`src/sv/bdph_pkg.sv`:
```
// Shared types and constants for the button debounce / press-hold block.
// No dependencies; imported by every module of the block.
`default_nettype none

package bdph_pkg;

    localparam int unsigned TIME_W    = 48;  // timestamp width, wraps mod 2^48
    localparam int unsigned MS_W      = 16;  // millisecond register width
    localparam int unsigned US_PER_MS = 1000;
    localparam int unsigned THR_W     = 26;  // holds 65535 * 1000
    localparam int unsigned CFG_IDX_W = 2;

    typedef enum logic [CFG_IDX_W-1:0] {
        CFG_DEBOUNCE_MS = 2'd0,
        CFG_HOLD_MS     = 2'd1,
        CFG_INVERT      = 2'd2
    } t_cfg_idx;

    localparam logic [THR_W-1:0] DEBOUNCE_US_RST = THR_W'(50 * US_PER_MS);
    localparam logic [THR_W-1:0] HOLD_US_RST     = THR_W'(1000 * US_PER_MS);

    typedef struct packed {
        logic              raw_level;
        logic [TIME_W-1:0] now_us;
        logic              take_press;
        logic              take_hold;
    } t_sample;

    // Thresholds kept in microseconds, converted when the register is written.
    typedef struct packed {
        logic [THR_W-1:0] debounce_us;
        logic [THR_W-1:0] hold_us;
        logic             invert;
    } t_cfg;

    typedef struct packed {
        logic stable_level;
        logic press_seen;
        logic hold_seen;
    } t_result;

    function automatic logic [THR_W-1:0] ms_to_us(input logic [MS_W-1:0] ms);
        return THR_W'(32'(ms) * US_PER_MS);
    endfunction

endpackage

`default_nettype wire

```
`src/sv/button_debounce_press_hold.sv`:
```
// Top level: channel handshakes, configuration registers, input and result registers.
// Depends on bdph_pkg and bdph_core.
`default_nettype none

// Push-button debouncer with sticky press and long-press (hold) flags. One sample
// enters per cycle through a valid/ready channel while the output is not stalled,
// and gives exactly one result through an input register, then the state update and
// result register. The sustained rate is one sample per clock while the output is not
// stalled, set by the state update in bdph_core; a stalled output holds one result and
// one more sample in the input register before o_in_ready drops. Configuration writes
// are always accepted; indexes beyond the register list are ignored. The millisecond
// registers are converted to microsecond thresholds at write time.
module button_debounce_press_hold
    import bdph_pkg::*;
(
    input  wire logic                 i_clk,
    input  wire logic                 i_rst_n,
    // sample channel
    input  wire logic                 i_in_valid,
    output logic                      o_in_ready,
    input  wire logic                 i_raw_level,
    input  wire logic [TIME_W-1:0]    i_now_us,
    input  wire logic                 i_take_press,
    input  wire logic                 i_take_hold,
    // result channel
    output logic                      o_out_valid,
    input  wire logic                 i_out_ready,
    output logic                      o_stable_level,
    output logic                      o_press_seen,
    output logic                      o_hold_seen,
    // configuration channel
    input  wire logic                 i_cfg_valid,
    output logic                      o_cfg_ready,
    input  wire logic [CFG_IDX_W-1:0] i_cfg_index,
    input  wire logic [MS_W-1:0]      i_cfg_data
);

    t_cfg    r_cfg, n_cfg;
    logic    r_in_valid, n_in_valid;
    t_sample r_sample, n_sample;
    logic    r_out_valid, n_out_valid;
    t_result r_result, n_result;

    logic    advance;
    logic    step;
    t_result core_result;

    assign o_cfg_ready = 1'b1;

    always_comb begin
        n_cfg = r_cfg;
        if (i_cfg_valid) begin
            case (t_cfg_idx'(i_cfg_index))
                CFG_DEBOUNCE_MS: n_cfg.debounce_us = ms_to_us(i_cfg_data);
                CFG_HOLD_MS:     n_cfg.hold_us     = ms_to_us(i_cfg_data);
                CFG_INVERT:      n_cfg.invert      = i_cfg_data[0];
                default:         n_cfg             = r_cfg;
            endcase
        end
    end

    // input register drains whenever the result register is free or being taken
    assign advance    = !r_out_valid || i_out_ready;
    assign o_in_ready = !r_in_valid || advance;
    assign step       = r_in_valid && advance;

    always_comb begin
        n_in_valid = o_in_ready ? i_in_valid : r_in_valid;
        n_sample   = r_sample;
        if (o_in_ready && i_in_valid) begin
            n_sample.raw_level  = i_raw_level;
            n_sample.now_us     = i_now_us;
            n_sample.take_press = i_take_press;
            n_sample.take_hold  = i_take_hold;
        end
        n_out_valid = advance ? r_in_valid : r_out_valid;
        n_result    = step ? core_result : r_result;
    end

    bdph_core u_core (
        .i_clk    (i_clk),
        .i_rst_n  (i_rst_n),
        .i_step   (step),
        .i_sample (r_sample),
        .i_cfg    (r_cfg),
        .o_result (core_result)
    );

    always_ff @(posedge i_clk) begin
        if (!i_rst_n) begin
            r_cfg.debounce_us <= DEBOUNCE_US_RST;
            r_cfg.hold_us     <= HOLD_US_RST;
            r_cfg.invert      <= 1'b0;
            r_in_valid        <= 1'b0;
            r_out_valid       <= 1'b0;
        end else begin
            r_cfg       <= n_cfg;
            r_in_valid  <= n_in_valid;
            r_out_valid <= n_out_valid;
        end
    end

    always_ff @(posedge i_clk) begin
        r_sample <= n_sample;
        r_result <= n_result;
    end

    assign o_out_valid    = r_out_valid;
    assign o_stable_level = r_result.stable_level;
    assign o_press_seen   = r_result.press_seen;
    assign o_hold_seen    = r_result.hold_seen;

endmodule

`default_nettype wire

```
`src/sv/bdph_core.sv`:
```
// Debounce and press/hold state with the single-sample update logic.
// Depends on bdph_pkg.
`default_nettype none

module bdph_core
    import bdph_pkg::*;
(
    input  wire logic    i_clk,
    input  wire logic    i_rst_n,
    input  wire logic    i_step,
    input  wire t_sample i_sample,
    input  wire t_cfg    i_cfg,
    output t_result      o_result
);

    logic              r_prev_level, n_prev_level;
    logic              r_debounced,  n_debounced;
    logic              r_press_flag, n_press_flag;
    logic              r_hold_flag,  n_hold_flag;
    logic [TIME_W-1:0] r_change_time, n_change_time;
    logic [TIME_W-1:0] r_press_start, n_press_start;

    logic              level;
    logic [TIME_W-1:0] settle_elapsed;
    logic [TIME_W-1:0] hold_elapsed;
    logic              settled;
    logic              edge_seen;
    logic              rise;
    logic              deb_now;
    logic              press_now;
    logic              hold_now;

    always_comb begin
        level          = i_sample.raw_level ^ i_cfg.invert;
        settle_elapsed = i_sample.now_us - r_change_time;
        hold_elapsed   = i_sample.now_us - r_press_start;

        // a level change restarts the timer and blocks settled, which needs an unchanged level
        settled   = (level == r_prev_level) &&
                    (settle_elapsed > TIME_W'(i_cfg.debounce_us));
        edge_seen = settled && (level != r_debounced);
        rise      = edge_seen && level;
        deb_now   = edge_seen ? level : r_debounced;
        press_now = rise || r_press_flag;

        // on a rising edge the press start is now, so hold cannot fire yet
        if (deb_now && !rise && (hold_elapsed > TIME_W'(i_cfg.hold_us))) begin
            hold_now = 1'b1;
        end else if (edge_seen) begin
            hold_now = 1'b0;
        end else begin
            hold_now = r_hold_flag;
        end
    end

    always_comb begin
        o_result.stable_level = deb_now;
        o_result.press_seen   = press_now;
        o_result.hold_seen    = hold_now;
    end

    always_comb begin
        n_prev_level  = r_prev_level;
        n_debounced   = r_debounced;
        n_press_flag  = r_press_flag;
        n_hold_flag   = r_hold_flag;
        n_change_time = r_change_time;
        n_press_start = r_press_start;
        if (i_step) begin
            n_prev_level = level;
            n_debounced  = deb_now;
            n_press_flag = press_now && !i_sample.take_press;
            n_hold_flag  = hold_now && !i_sample.take_hold;
            if (level != r_prev_level) begin
                n_change_time = i_sample.now_us;
            end
            if (rise) begin
                n_press_start = i_sample.now_us;
            end
        end
    end

    always_ff @(posedge i_clk) begin
        if (!i_rst_n) begin
            r_prev_level  <= 1'b0;
            r_debounced   <= 1'b0;
            r_press_flag  <= 1'b0;
            r_hold_flag   <= 1'b0;
            r_change_time <= '0;
            r_press_start <= '0;
        end else begin
            r_prev_level  <= n_prev_level;
            r_debounced   <= n_debounced;
            r_press_flag  <= n_press_flag;
            r_hold_flag   <= n_hold_flag;
            r_change_time <= n_change_time;
            r_press_start <= n_press_start;
        end
    end

endmodule

`default_nettype wire

```
`config.mk`:
```
export PLATFORM = sky130hd
export DESIGN_NAME = button_debounce_press_hold
export DESIGN_NICKNAME = d
export VERILOG_FILES = /design/src/sv/bdph_pkg.sv /design/src/sv/button_debounce_press_hold.sv /design/src/sv/bdph_core.sv
export SDC_FILE = /design/constraint.sdc
export NUM_CORES = 1
export LEC_CHECK = 0
export CAP_MARGIN = 20
export CORE_ASPECT_RATIO = 0.7
export CORE_MARGIN = 2
export CORE_UTILIZATION = 61
export CTS_BUF_LIST = sky130_fd_sc_hd__clkbuf_2
export CTS_CLUSTER_DIAMETER = 50
export DETAILED_ROUTE_END_ITERATION = 10
export DONT_BUFFER_PORTS = 1
export PLACE_DENSITY_LB_ADDON = 0.1
export SYNTH_ARGS = -nofsm -noshare
export SYNTH_HDL_FRONTEND = slang
export SYNTH_SLANG_ARGS = --single-unit
```
`constraint.sdc`:
```
create_clock -name i_clk -period 10.2 [get_ports i_clk]
set_clock_uncertainty 0.05 [all_clocks]
set_input_delay 0 -clock i_clk [delete_from_list [all_inputs] [get_ports i_clk]]
set_output_delay 0 -clock i_clk [all_outputs]
set_load 0.005 [all_outputs]
```
[Word level (Yosys, flattened, before mapping)]
Cells that the tools add are included.
Storage, ports and cells
  word-level logic and storage cells: 55
  input bits: 74
  bits in registers: 203
  output and inout port bits: 6
Cells by class
  reductions and logical operators: 23
  $lt $le $gt $ge: 2
  multiply operators: 1
  muxes and demuxes: 3
  eq/ne operators: 5
  bitwise operators: 1
  add/subtract/negate cells: 2
Operators with widths (number)
  $gt A48 B26 Y1: 2
  $sub A48 B48 Y48: 2
  $mul A16 B7 Y23 const B: 1
  $reduce_and A2 Y1: 5
  $logic_and A1 B1 Y1: 9
  $logic_not A1 Y1: 5
  $logic_or A1 B1 Y1: 3
  $mux W1: 3
  $eq A2 B1 Y1 const B: 1
  $eq A2 B2 Y1 const B: 1
  $logic_not A2 Y1: 1
  $ne A1 B1 Y1: 2
  $eq A1 B1 Y1: 1
  $xor A1 B1 Y1: 1

[Logic depth before layout (Yosys ltp)]
Gate-level depths: netlist of run 1.
  depth in word-level cells: 10
  gate-level depth with buffers: 26
  gate-level depth less buffers: 26

[Hierarchy]
From an unflattened synthesis of run 1, not the netlist that was laid out.
Unflattened totals
  cell total of the unflattened synthesis: 2171
  area total of the unflattened synthesis: 17779.6 µm²
Modules (own cells, without submodules)
  bdph_core: area an instance 11563.6 µm², sequential area each 2001.9 µm², times used 1, cells an instance 1610
  button_debounce_press_hold: area an instance 6216.0 µm², sequential area each 2602.5 µm², times used 1, cells an instance 561

[Least setup slack after synthesis of run 1]
OpenSTA, ideal clock, no wires.
  path kind: flip-flop to flip-flop
  from: register r_sample[3] (netlist name)
  to: register r_result (netlist bit o_hold_seen), data pin
  data arrival time: 5199 ps
  path buffers: 0
  stages on the path, launching flop included: 26
  data required time: 9896 ps
  period minus slack after synthesis: 5502 ps
  path slack: 4698 ps
  path through: edfxtp_1 > ha_1 > nor2b_1 > o31a_1 > o41ai_1 > a31oi_1 > a221oi_1 > o21ai_1 > nand3_1 > nand2_1 > a21o_1 > a21oi_1 > xnor2_1 > ha_1 > nand4_1 > nor4_1 > nand4_1 > a211oi_1 > o2111ai_1 > nor4_1 > o2111ai_1 > a211o_1 > a2111oi_0 > and3_1 > nand4_1 > nor2b_1
On the way
  longest elaborated chain between the ends: 9
  elaborated cells on any way between the ends: 13
  classes of those cells: add/sub (2); order compare (2); mux (3); reduce/logical (6)
Ends and longest elaborated chain
  from (decl): line button_debounce_press_hold.sv:40  | t_sample r_sample, n_sample;
  from (signal assigned): line button_debounce_press_hold.sv:104  | r_sample <= n_sample;
  $sub A48 B48 Y48: line bdph_core.sv:35  | settle_elapsed = i_sample.now_us - r_change_time;
  $gt A48 B26 Y1: line bdph_core.sv:40  | (settle_elapsed > TIME_W'(i_cfg.debounce_us));
  $logic_and A1 B1 Y1: line bdph_core.sv:39  | settled = (level == r_prev_level) &&
  $logic_and A1 B1 Y1: line bdph_core.sv:41  | edge_seen = settled && (level != r_debounced);
  $logic_and A1 B1 Y1: line bdph_core.sv:42  | rise = edge_seen && level;
  $logic_not A1 Y1: line bdph_core.sv:47  | if (deb_now && !rise && (hold_elapsed > TIME_W'(i_cfg.hold_us))) begin
  $logic_and A1 B1 Y1 (2 in a row): line bdph_core.sv:47
  $mux W1 *: line bdph_core.sv:47
  via u_core.hold_now: line bdph_core.sv:31  | logic hold_now;
  to (signal assigned): line button_debounce_press_hold.sv:105  | r_result <= n_result;
  to (decl): line button_debounce_press_hold.sv:42  | t_result r_result, n_result;
Mark *: on every way through the listed nets, which the timed path passes. The rest lies on a longest branch.
A chain may end at the register's enable or synchronous reset.

[Worst setup path after layout of run 1]
Ends and elaborated chain as after synthesis.

==> results of run 1 <==
==> routing by layer <==
layer / vias up / track usage
li1: 7477 / -
met1: 7699 / 0.5713
met2: 909 / 0.5488
met3: 130 / 0.1078
met4: 0 / 0.1095
met5: - / 0
==> layout make-up <==
| class | instances | area (um2) | area share |
|---|---|---|---|
| Sequential cell | 203 | 4604 | 0.2421 |
| Tap cell | 364 | 455.4 | 0.02395 |
| Clock inverter | 27 | 136.4 | 0.007172 |
| Antenna cell | 3 | 7.507 | 0.0003948 |
| Timing Repair Buffer | 176 | 1779 | 0.09356 |
| Clock buffer | 69 | 345.3 | 0.01816 |
| Inverter | 194 | 730.7 | 0.03842 |
| Multi-Input combinational cell | 1534 | 10960 | 0.5762 |
==> critical path, stage by stage, from the launching register on <==
cell and delay (ns):
edfxtp_1 0.47, ha_1 0.32, nor2b_1 0.14, o31a_1 0.28, o41ai_1 0.26, buf_2 0.26, a31oi_1 0.17, a221oi_1 0.46
o21ai_1 0.20, nand3_1 0.13, nand2_1 0.08, a21o_1 0.19, a21oi_1 0.16, xnor2_1 0.10, ha_1 0.31, nand4_1 0.15
nor4_1 0.46, nand4_1 0.23, a211oi_1 0.25, o2111ai_1 0.13, nor4_1 0.26, o2111ai_1 0.13, a211o_1 0.29, a2111oi_0 0.36
and3_1 0.26, nand4_1 0.11, nor2b_1 0.17
==> registers in the layout (all words and copies together) (netlist names) <==
name                  cells
u_core.r_prev_level       1
u_core.r_hold_flag        1
o_hold_seen               1
u_core.r_press_start     48
o_out_valid               1
o_stable_level            1
r_in_valid                1
u_core.r_press_flag       1
r_sample                 51
u_core.r_change_time     48
o_press_seen              1
r_cfg                    47
u_core.r_debounced        1
==> per-stage QoR <==
stage / total power [mW] / utilization
finish: 3.255 / 0.7102
global route: 3.430 / 0.7102
CTS: 3.149 / 0.7067
detailed placement: 2.376 / 0.6278
global placement: 2.341 / 0.6278
floorplan: 1.980 / -
==> cells by family after synthesis <==
family	Yosys count
DFF	203
muxes	12
other	1
AOI/OAI and AO/OA	613
and+or+nand+nor	573
buffers and inverters	285
xor gates and xnor gates	86
adders and majority gates	249
==> how the worst max path moves through the flow <==
stage	to	slack, ns	depth (start not counted)
global placement	o_hold_seen$_DFFE_PP_	3.51	25
detailed placement	o_hold_seen$_DFFE_PP_	3.33	25
global route	o_hold_seen$_DFFE_PP_	3.02	26
CTS	o_hold_seen$_DFFE_PP_	3.20	25
finish	o_hold_seen$_DFFE_PP_	3.56	26
floorplan	o_hold_seen$_DFFE_PP_	4.70	25
==> power breakdown <==
| part | internal (mW) | leakage (nW) | total (mW) | switching (mW) |
|---|---|---|---|---|
| clock network | 0.214 | 0.361 | 0.600 | 0.386 |
| logic | 0.721 | 5.34 | 1.73 | 1.01 |
| registers | 0.883 | 1.74 | 0.929 | 0.0458 |
| total | 1.82 | 7.44 | 3.26 | 1.44 |
==> placed cells by master (no fill, tap or decap), drive strengths merged, types with 59 or more instances in the layout <==
cell / Yosys / layout
ha: 193 / 193
dfxtp: 149 / 149
nand3: 79 / 79
dlygate4sd3: 0 / 163
inv: 194 / 195
a21oi: 265 / 265
o21ai: 122 / 122
clkbuf: 71 / 69
xnor2: 59 / 59
nand2: 250 / 250
nor2: 81 / 81
==> repair_timing <==
item                                    4_1_cts  5_1_grt
gates resized for setup                       0        0
buffers inserted                              0        0
endpoints found under the setup margin        0        0
hold buffers                                163        0
hold endpoints to repair                    245        0
==> reports/results.txt, run 1 <==
final std cells w/o fill - 2,570
number of distinct library cells after synthesis - 89
status - finished clean
starting DRC count in detailed routing - 1,883
fin worst setup slack - 3.556 ns
hold slack - 0.07104 ns
max-cap check violation count - 0
Post-synth ARST share - 0
Placed Instance Area - 16,810 um2
post-synthesis sequential area ratio - 0.2762
Mapped Nets - 2,345
hold crit path type - in2reg
CP Capture Type - flop
fin crit share - 0.6514
CP startpoint kind - flop
Worst-Skew Late Latency - 0.94 ns
Vias/cell - 6.309
DIE WIDTH - 201.6 um
RSZ-0062 raised after global routing - false
syn_area_per_cell - 8.245 um2
pre-CTS setup slack - 3.327 ns
buffers added on ports - 0
vias in the first global route - 15.52k
global-route wire length before repair - 86,360 um
leakage - 7.439 nW
setup_tns - 0 ns
endpoints failing setup - 0
CTS clk-pin slew, worst paths - 0.14 ns
CP Max Fanout - 5
via count - 16.22k
Starting Density - 0.6227
Req. time, crit path - 10.80 ns
Sink Count - 203
power density over the cells - 171.2 nW/um2
global-route total usage across every layer - 0.3867
H-tree levels - 2
Worst R2R End - o_hold_seen$_DFFE_PP_
DIE AREA - 28,690 um2
initial antenna violation count - 4
DR WL met3 - 7252 um
Nets - 2,483
area leader, netlist - dfxtp_1
P&R area growth vs syn - 14.06%
post-route design area - 19,020 um2
Rows - 50
WP data arrival - 7.25 ns
mux contribution to synthesized area - 0.007355
WL final - 55,470 um
CTS Buf Count - 51
largest net degree at the start of global routing - 77
DP Cell Count - 2,303
Metal-1 WL - 24,550 um
share of layout cells above drive strength 1 - 0.05810
Fin. Hold Viols - 0
post-DP HPWL - 38,760 um
slew of the pin with the lowest slew margin - 0.9649 ns
top cells by area, synth - dfxtp_1 (18%), ha_1 (14%), edfxtp_1 (9.7%)
clock root buffer - clkbuf_2
worst relative slew slack - 0.3567
Gate Count Post-Synth - 2,022
Core ar. - 26,780 um2
total global routing overflow - 0
Die H - 142.3 um
beginning of the worst hold path - i_rst_n
R2R setup slack - 3.56 ns
area share of and/or/nand/nor cells after synthesis - 0.1614
largest family of logic cells by synthesized area - compound AO/OA/AOI/OAI gates
Filler Cell Count - 2,204
reg2reg path depth - 26
CP Class - reg2reg
hold endpoint - r_cfg[49]$_SDFFE_PN0P_
Post-synth EDFFs - 54
Longest Clk Path Bufs - 3
most frequent cell after synthesis - a21oi_1
met2 WL post-DR - 22,360 um
Syn Std Cell Area - 16,670 um2
iteration count of the initial detailed-routing pass - 6
Slew Limit Fails - 0
Peak supply drop - 0.1763 mV
Synth Area in Adders - 0.2121
routed length per instance - 21.58 um
top layer in use - met4
Final ANT Viol Nets - 0
CP startpoint - r_sample[3]$_DFFE_PP_
GP Congestion - 1.025
CTS tree - yes
Synth Area in Compound Gates - 0.2304
xor and xnor fraction of the mapped netlist area - 0.04518
min Tclk post-route - 6.644 ns
Commonest cells post-synth - a21oi_1 (264), nand2_1 (250), ha_1 (193)
top-area cell type share of the netlist area - 0.1789
Most used DFF post-synth - dfxtp_1
Ys Warns - 0
hold depth - 3
#FFs+latches synth - 203
Crit Reg-Reg Startpoint - r_sample[3]$_DFFE_PP_
Max Fclk - 150.5 MHz
DRC - 0
num ports - 80
Note: power is estimated with default switching activity, not from simulation.
==> inputs of run 2 (changes only) <==
clock period = 6.18 ns   (was 10.2 ns; I/O delays follow)
==> run 2 against run 1 <==
Global-route usage down 0.56 points. Via count up 0.94%. Non-clock buffer count up 2. Sequential power up 65%. Largest power group unchanged. Power up 69%. Final area up 0.85%. Register-to-register slack worse by 3.5 ns. Die area unchanged. First-iteration DRC count up 2.2%. Clock-buffer cell count up 2. Final cell count about the same.
==> reports/results.txt, run 2 (same netlist as run 1, synthesis figures left out) <==
max-cap check violation count - 0
Max Fclk - 163.1 MHz
reg2reg path depth - 26
global-route wire length before repair - 84,930 um
largest net degree at the start of global routing - 71
DIE AREA - 28,690 um2
fin crit share - 0.9920
Sw Share - 0.4291
Peak supply drop - 0.2896 mV
Worst Setup EP - o_hold_seen$_DFFE_PP_
via count - 16.37k
starting DRC count in detailed routing - 1,924
hold crit path type - in2reg
fin worst setup slack - 0.04953 ns
commonest non-fill, non-tap cell in the layout - a21oi_1
WP data arrival - 6.72 ns
R2R setup slack - 0.05 ns
post-route design area - 19,180 um2
min Tclk post-route - 6.130 ns
RSZ-0062 raised after global routing - true
Vias/cell - 6.364
global-route total usage across every layer - 0.3812
total global routing overflow - 0
sequential share of power - 0.278
clock network power share - 0.196
Core ar. - 26,780 um2
routed length per instance - 21.48 um
initial antenna violation count - 3
CP Max Fanout - 3
endpoints failing setup - 0
status - finished clean
Worst-Skew Late Latency - 0.93 ns
leakage - 7.516 nW
share of layout cells above drive strength 1 - 0.06984
CTS Buf Count - 52
Crit Reg-Reg Startpoint - r_sample[3]$_DFFE_PP_
Pint - 3.135 mW
post-layout total power - 5.491 mW
num ports - 80
power density over the cells - 286.3 nW/um2
final std cells w/o fill - 2,572
worst relative slew slack - 0.2142
post-layout util - 0.7163
H-tree levels - 2
Psw - 2.356 mW
top flop regs - r_sample: 51 flops, u_core.r_change_time: 48 flops, u_core.r_press_start: 48 flops
Starting Density - 0.6227
Slew Limit Fails - 0
CP startpoint - r_sample[3]$_DFFE_PP_
Die H - 142.3 um
Fin. Hold Viols - 0
post-DP HPWL - 38,220 um
most frequent cells in the layout - a21oi_1 (261), nand2_1 (249), inv_1 (192), ha_1 (191), dlygate4sd3_1 (156)
slew of the pin with the lowest slew margin - 1.175 ns
clock root buffer - clkbuf_2
Placed Instance Area - 16,890 um2
Rows - 50
WL final - 55,260 um
CP Capture Type - flop
number of flip-flops in the largest register - 51
CTS clk-pin slew, worst paths - 0.12 ns
iteration count of the initial detailed-routing pass - 6
DRC - 0
buffers added on ports - 0
hold depth - 4
Longest Clk Path Bufs - 3
Final ANT Viol Nets - 0
CP Class - reg2reg
P&R area growth vs syn - 15.03%
Nets - 2,486
CTS tree - yes
Sink Count - 203
Req. time, crit path - 6.77 ns
Reg with most FFs - r_sample
Gate power share - 0.525
vias in the first global route - 15.27k
pre-CTS setup slack - -0.1163 ns
GP Congestion - 0.9999
CP startpoint kind - flop
DIE WIDTH - 201.6 um
Worst R2R End - o_hold_seen$_DFFE_PP_
DP Cell Count - 2,310
run 2: changes by cell type in the layout (fill, tap and decap cells not counted), moves of 2 or more:
cell | before | now
a21oi_1 | 264 | 261
buf_4 | 8 | 17
clkbuf_2 | 69 | 71
a21oi_2 | 1 | 4
ha_1 | 193 | 191
clkinv_1 | 18 | 16
bufinv_16 | 1 | 3
dlymetal6s4s_1 | 0 | 2
dlygate4sd3_1 | 163 | 156
run 2: power by group through the flow:
stage          registers (mW)  logic (mW)  clock network [mW]
2_1_floorplan            1.53        1.74                   0
3_3_place_gp             1.55        2.30                   0
3_5_place_dp             1.55        2.35                   0
4_1_cts                  1.52        2.72                1.07
5_1_grt                  1.54        3.11                1.15
6_report                 1.53        2.89                1.08
run 2: what timing repair did:
item / CTS / global route
endpoints found under the hold margin: 248 / 1
hold buffers: 157 / 1
buffers inserted: 0 / 4
setup endpoints to repair: 1 / 6
pin swaps: 3 / 22
resized for setup: 2 / 21
run 2: worst min-delay path by stage:
stage,slack [ns],end,startpoint
5_1_grt,0.04,r_cfg[32]$_SDFFE_PN0P_,i_cfg_data[0]
6_report,0.03,r_cfg[6]$_SDFFE_PN0P_,i_cfg_data[0]
3_3_place_gp,0.05,r_sample[33]$_DFFE_PP_,i_now_us[31]
4_1_cts,0.02,r_cfg[0]$_SDFFE_PN0P_,i_cfg_data[0]
3_5_place_dp,0.05,r_sample[39]$_DFFE_PP_,i_now_us[37]
2_1_floorplan,0.05,r_sample[0]$_DFFE_PP_,i_take_hold
run 2: stage by stage:
step | setup TNS [ns] | hold slack [ns]
after floorplan | 0 | 0.04887
after global placement | 0 | 0.04892
after detailed placement | -0.1163 | 0.04891
after CTS | 0 | 0.02036
after global routing | -0.4530 | 0.04105
final | 0 | 0.03385
run 2: final cells by class:
class	instances	area, um2
fillers	2111	7597
clock buffers	71	355.3
inverters	194	730.7
diodes	3	7.507
multi-input cells	1534	11070
well taps	364	455.4
flip-flops and latches	203	4606
clock inverters	25	180.2
repair buffers	178	1774
run 2: critical path: stages (launching register included):
cell and delay [ns]:
edfxtp_1 0.40, ha_1 0.30, nor2b_4 0.13, o31a_1 0.33
o41ai_2 0.33, buf_4 0.23, a31oi_4 0.12, a221oi_4 0.33
o21ai_2 0.09, nand3_1 0.11, nand2_2 0.06, a21o_1 0.17
a21oi_2 0.14, xnor2_1 0.10, ha_1 0.31, nand4_1 0.16
nor4_2 0.33, nand4_1 0.22, a211oi_2 0.27, o2111ai_1 0.12
nor4_1 0.31, o2111ai_1 0.16, a211o_1 0.38, a2111oi_2 0.23
and3_1 0.24, nand4_1 0.10, nor2b_1 0.15
run 2: layer usage:
metal | global-route usage | share of wire | up-vias
met4 | 0.1122 | 0.024 | 0
met2 | 0.5463 | 0.41 | 937
met1 | 0.5662 | 0.44 | 7825
met5 | 0 | 0 | -
met3 | 0.09180 | 0.13 | 124
li1 | - | - | 7482
==> inputs of run 3 (changes only) <==
clock period = 6.3 ns   (was 6.18 ns; I/O delays follow)
==> run 3 against run 2 <==
Final cell count is 0.27% lower. Fmax hardly changed. Combinational power is 4% lower. Power is 3.3% lower. Sequential power hardly changed. Register-to-register slack better by 0.12 ns. Clock-buffer cell count is 4 higher. Die area stayed put. Final area is 0.74% lower. First-iteration DRC count is 15% lower. Critical path type unchanged. Largest cell class unchanged. Largest power group unchanged.
==> reports/results.txt, run 3 (same netlist as run 1, synthesis figures left out) <==
DIE AREA - 28,690 um2
share of layout cells above drive strength 1 - 0.06460
Peak supply drop - 0.2862 mV
H-tree levels - 2
CTS Buf Count - 51
met2 WL post-DR - 21,980 um
power density over the cells - 278.8 nW/um2
WP data arrival - 6.75 ns
CP startpoint kind - flop
worst relative slew slack - 0.2343
CP Max Fanout - 4
largest net degree at the start of global routing - 73
starting DRC count in detailed routing - 1,628
iteration count of the initial detailed-routing pass - 6
CP peak stage delay - 0.53 ns
min Tclk post-route - 6.132 ns
vias in the first global route - 15.34k
Vias/cell - 6.306
total global routing overflow - 0
global-route total usage across every layer - 0.3845
critical path's slowest cell - a21oi_1
Sink Count - 203
Starting Density - 0.6227
num ports - 80
Slew Limit Fails - 0
GP Congestion - 0.9861
most frequent cells in the layout - a21oi_1 (264), nand2_1 (250), ha_1 (193), inv_1 (192), dlygate4sd3_1 (156)
crit-path cells - ha_1, a21oi_1, nand2_1, nor3_1, o31ai_2, a21o_1, a21oi_1, xnor2_1, ha_1, nand4_1, inv_1, a221oi_1, o311ai_0, and4_1, nor4_1, o2111ai_1, a211o_1, a2111oi_0, and3_1, nand4_1, nor2b_1
status - finished clean
post-layout total power - 5.307 mW
CTS clk-pin slew, worst paths - 0.13 ns
post-DP HPWL - 38,440 um
Longest Clk Path Bufs - 3
DR WL met3 - 7580 um
fin crit share - 0.9733
DRC - 0
Metal-1 WL - 24,770 um
Placed Instance Area - 16,850 um2
post-route design area - 19,040 um2
RSZ-0062 raised after global routing - true
final std cells w/o fill - 2,565
hold crit path type - in2reg
Worst-Skew Late Latency - 0.97 ns
buffers added on ports - 0
Rows - 50
CP Class - reg2reg
Reg with most FFs - r_sample
WL final - 55,680 um
Fin. Hold Viols - 0
Max Fclk - 163.1 MHz
CTS tree - yes
commonest non-fill, non-tap cell in the layout - a21oi_1
Final ANT Viol Nets - 0
top flop regs - r_sample: 51 flops, u_core.r_change_time: 48 flops, u_core.r_press_start: 48 flops
initial antenna violation count - 4
DIE WIDTH - 201.6 um
CP startpoint - r_sample[7]$_DFFE_PP_
CP Capture Type - flop
beginning of the worst hold path - i_cfg_data[5]
via count - 16.18k
Crit Reg-Reg Startpoint - r_sample[7]$_DFFE_PP_
hold slack - 0.05558 ns
Req. time, crit path - 6.92 ns
Core ar. - 26,780 um2
top layer in use - met4
global-route wire length before repair - 85,750 um
clock root buffer - clkbuf_2
max-cap check violation count - 0
DP Cell Count - 2,307
Nets - 2,479
routed length per instance - 21.71 um
endpoints failing setup - 0
slew of the pin with the lowest slew margin - 1.142 ns
leakage - 7.465 nW
number of flip-flops in the largest register - 51
P&R area growth vs syn - 14.18%
Die H - 142.3 um
[run 3: cell types whose count changed in the layout (fill, tap and decap cells not counted), moves of 3 or more]
cell / delta
a21oi_1: +3
a21oi_2: -3
buf_4: -5
clkbuf_2: +4
clkinv_1: -4
[run 3: what timing repair did]
action                                  in CTS  in global routing
endpoints found under the setup margin       1                 22
endpoints found under the hold margin      242                  0
pin swaps                                    0                  5
resized for setup                            1                  5
hold buffers                               156                  0
buffers inserted                             0                  1
gates cloned                                 0                  1
[run 3: metrics by stage]
step	util	setup TNS (ns)	setup WS [ns]
2_1_floorplan	-	0	0.7976
6_report	0.7110	0	0.1682
3_5_place_dp	0.6293	0	0.06506
4_1_cts	0.7069	0	0.08581
3_3_place_gp	0.6293	0	0.2074
5_1_grt	0.7110	-0.1088	-0.1088
[run 3: routing by layer]
layer,track usage,vias up
met1,0.5654,7643
li1,-,7466
met2,0.5394,943
met4,0.1076,0
met5,0,-
met3,0.1197,123
[run 3: final timing paths]
kind	end	slack [ns]	cells after the start
min	r_cfg[38]$_SDFFE_PN0P_	0.06	7
min reg2reg	u_core.r_change_time[10]$_SDFFE_PN0P_	0.41	2
max	o_hold_seen$_DFFE_PP_	0.17	21
max reg2reg	o_hold_seen$_DFFE_PP_	0.17	21
[run 3: power by group]
part | switching [mW] | leakage [nW] | total, mW | internal, mW
Sequential | 0.0711 | 1.74 | 1.50 | 1.43
Combinational | 1.64 | 5.35 | 2.78 | 1.14
Clock | 0.620 | 0.382 | 1.02 | 0.404
[run 3: area by class of cell]
| cell class | instances | area, um2 |
|---|---|---|
| timing repair buffer | 171 | 1727 |
| sequential | 203 | 4604 |
| multi-input combinational | 1535 | 11000 |
| clock inverter | 20 | 133.9 |
| inverter | 194 | 730.7 |
| fill | 2183 | 7739 |
| clock buffer | 75 | 375.4 |
| antenna | 3 | 7.507 |
| tap | 364 | 455.4 |
[run 3: critical path: cells and delay by family (launching register included)]
family,cells,cell delay [ns]
AO/OA/AOI/OAI,9,2.51
XOR/XNOR,1,0.16
adder cells (fa/ha/maj),2,0.65
buffers and inverters,1,0.06
flip-flops,1,0.46
AND/OR/NAND/NOR,8,1.95
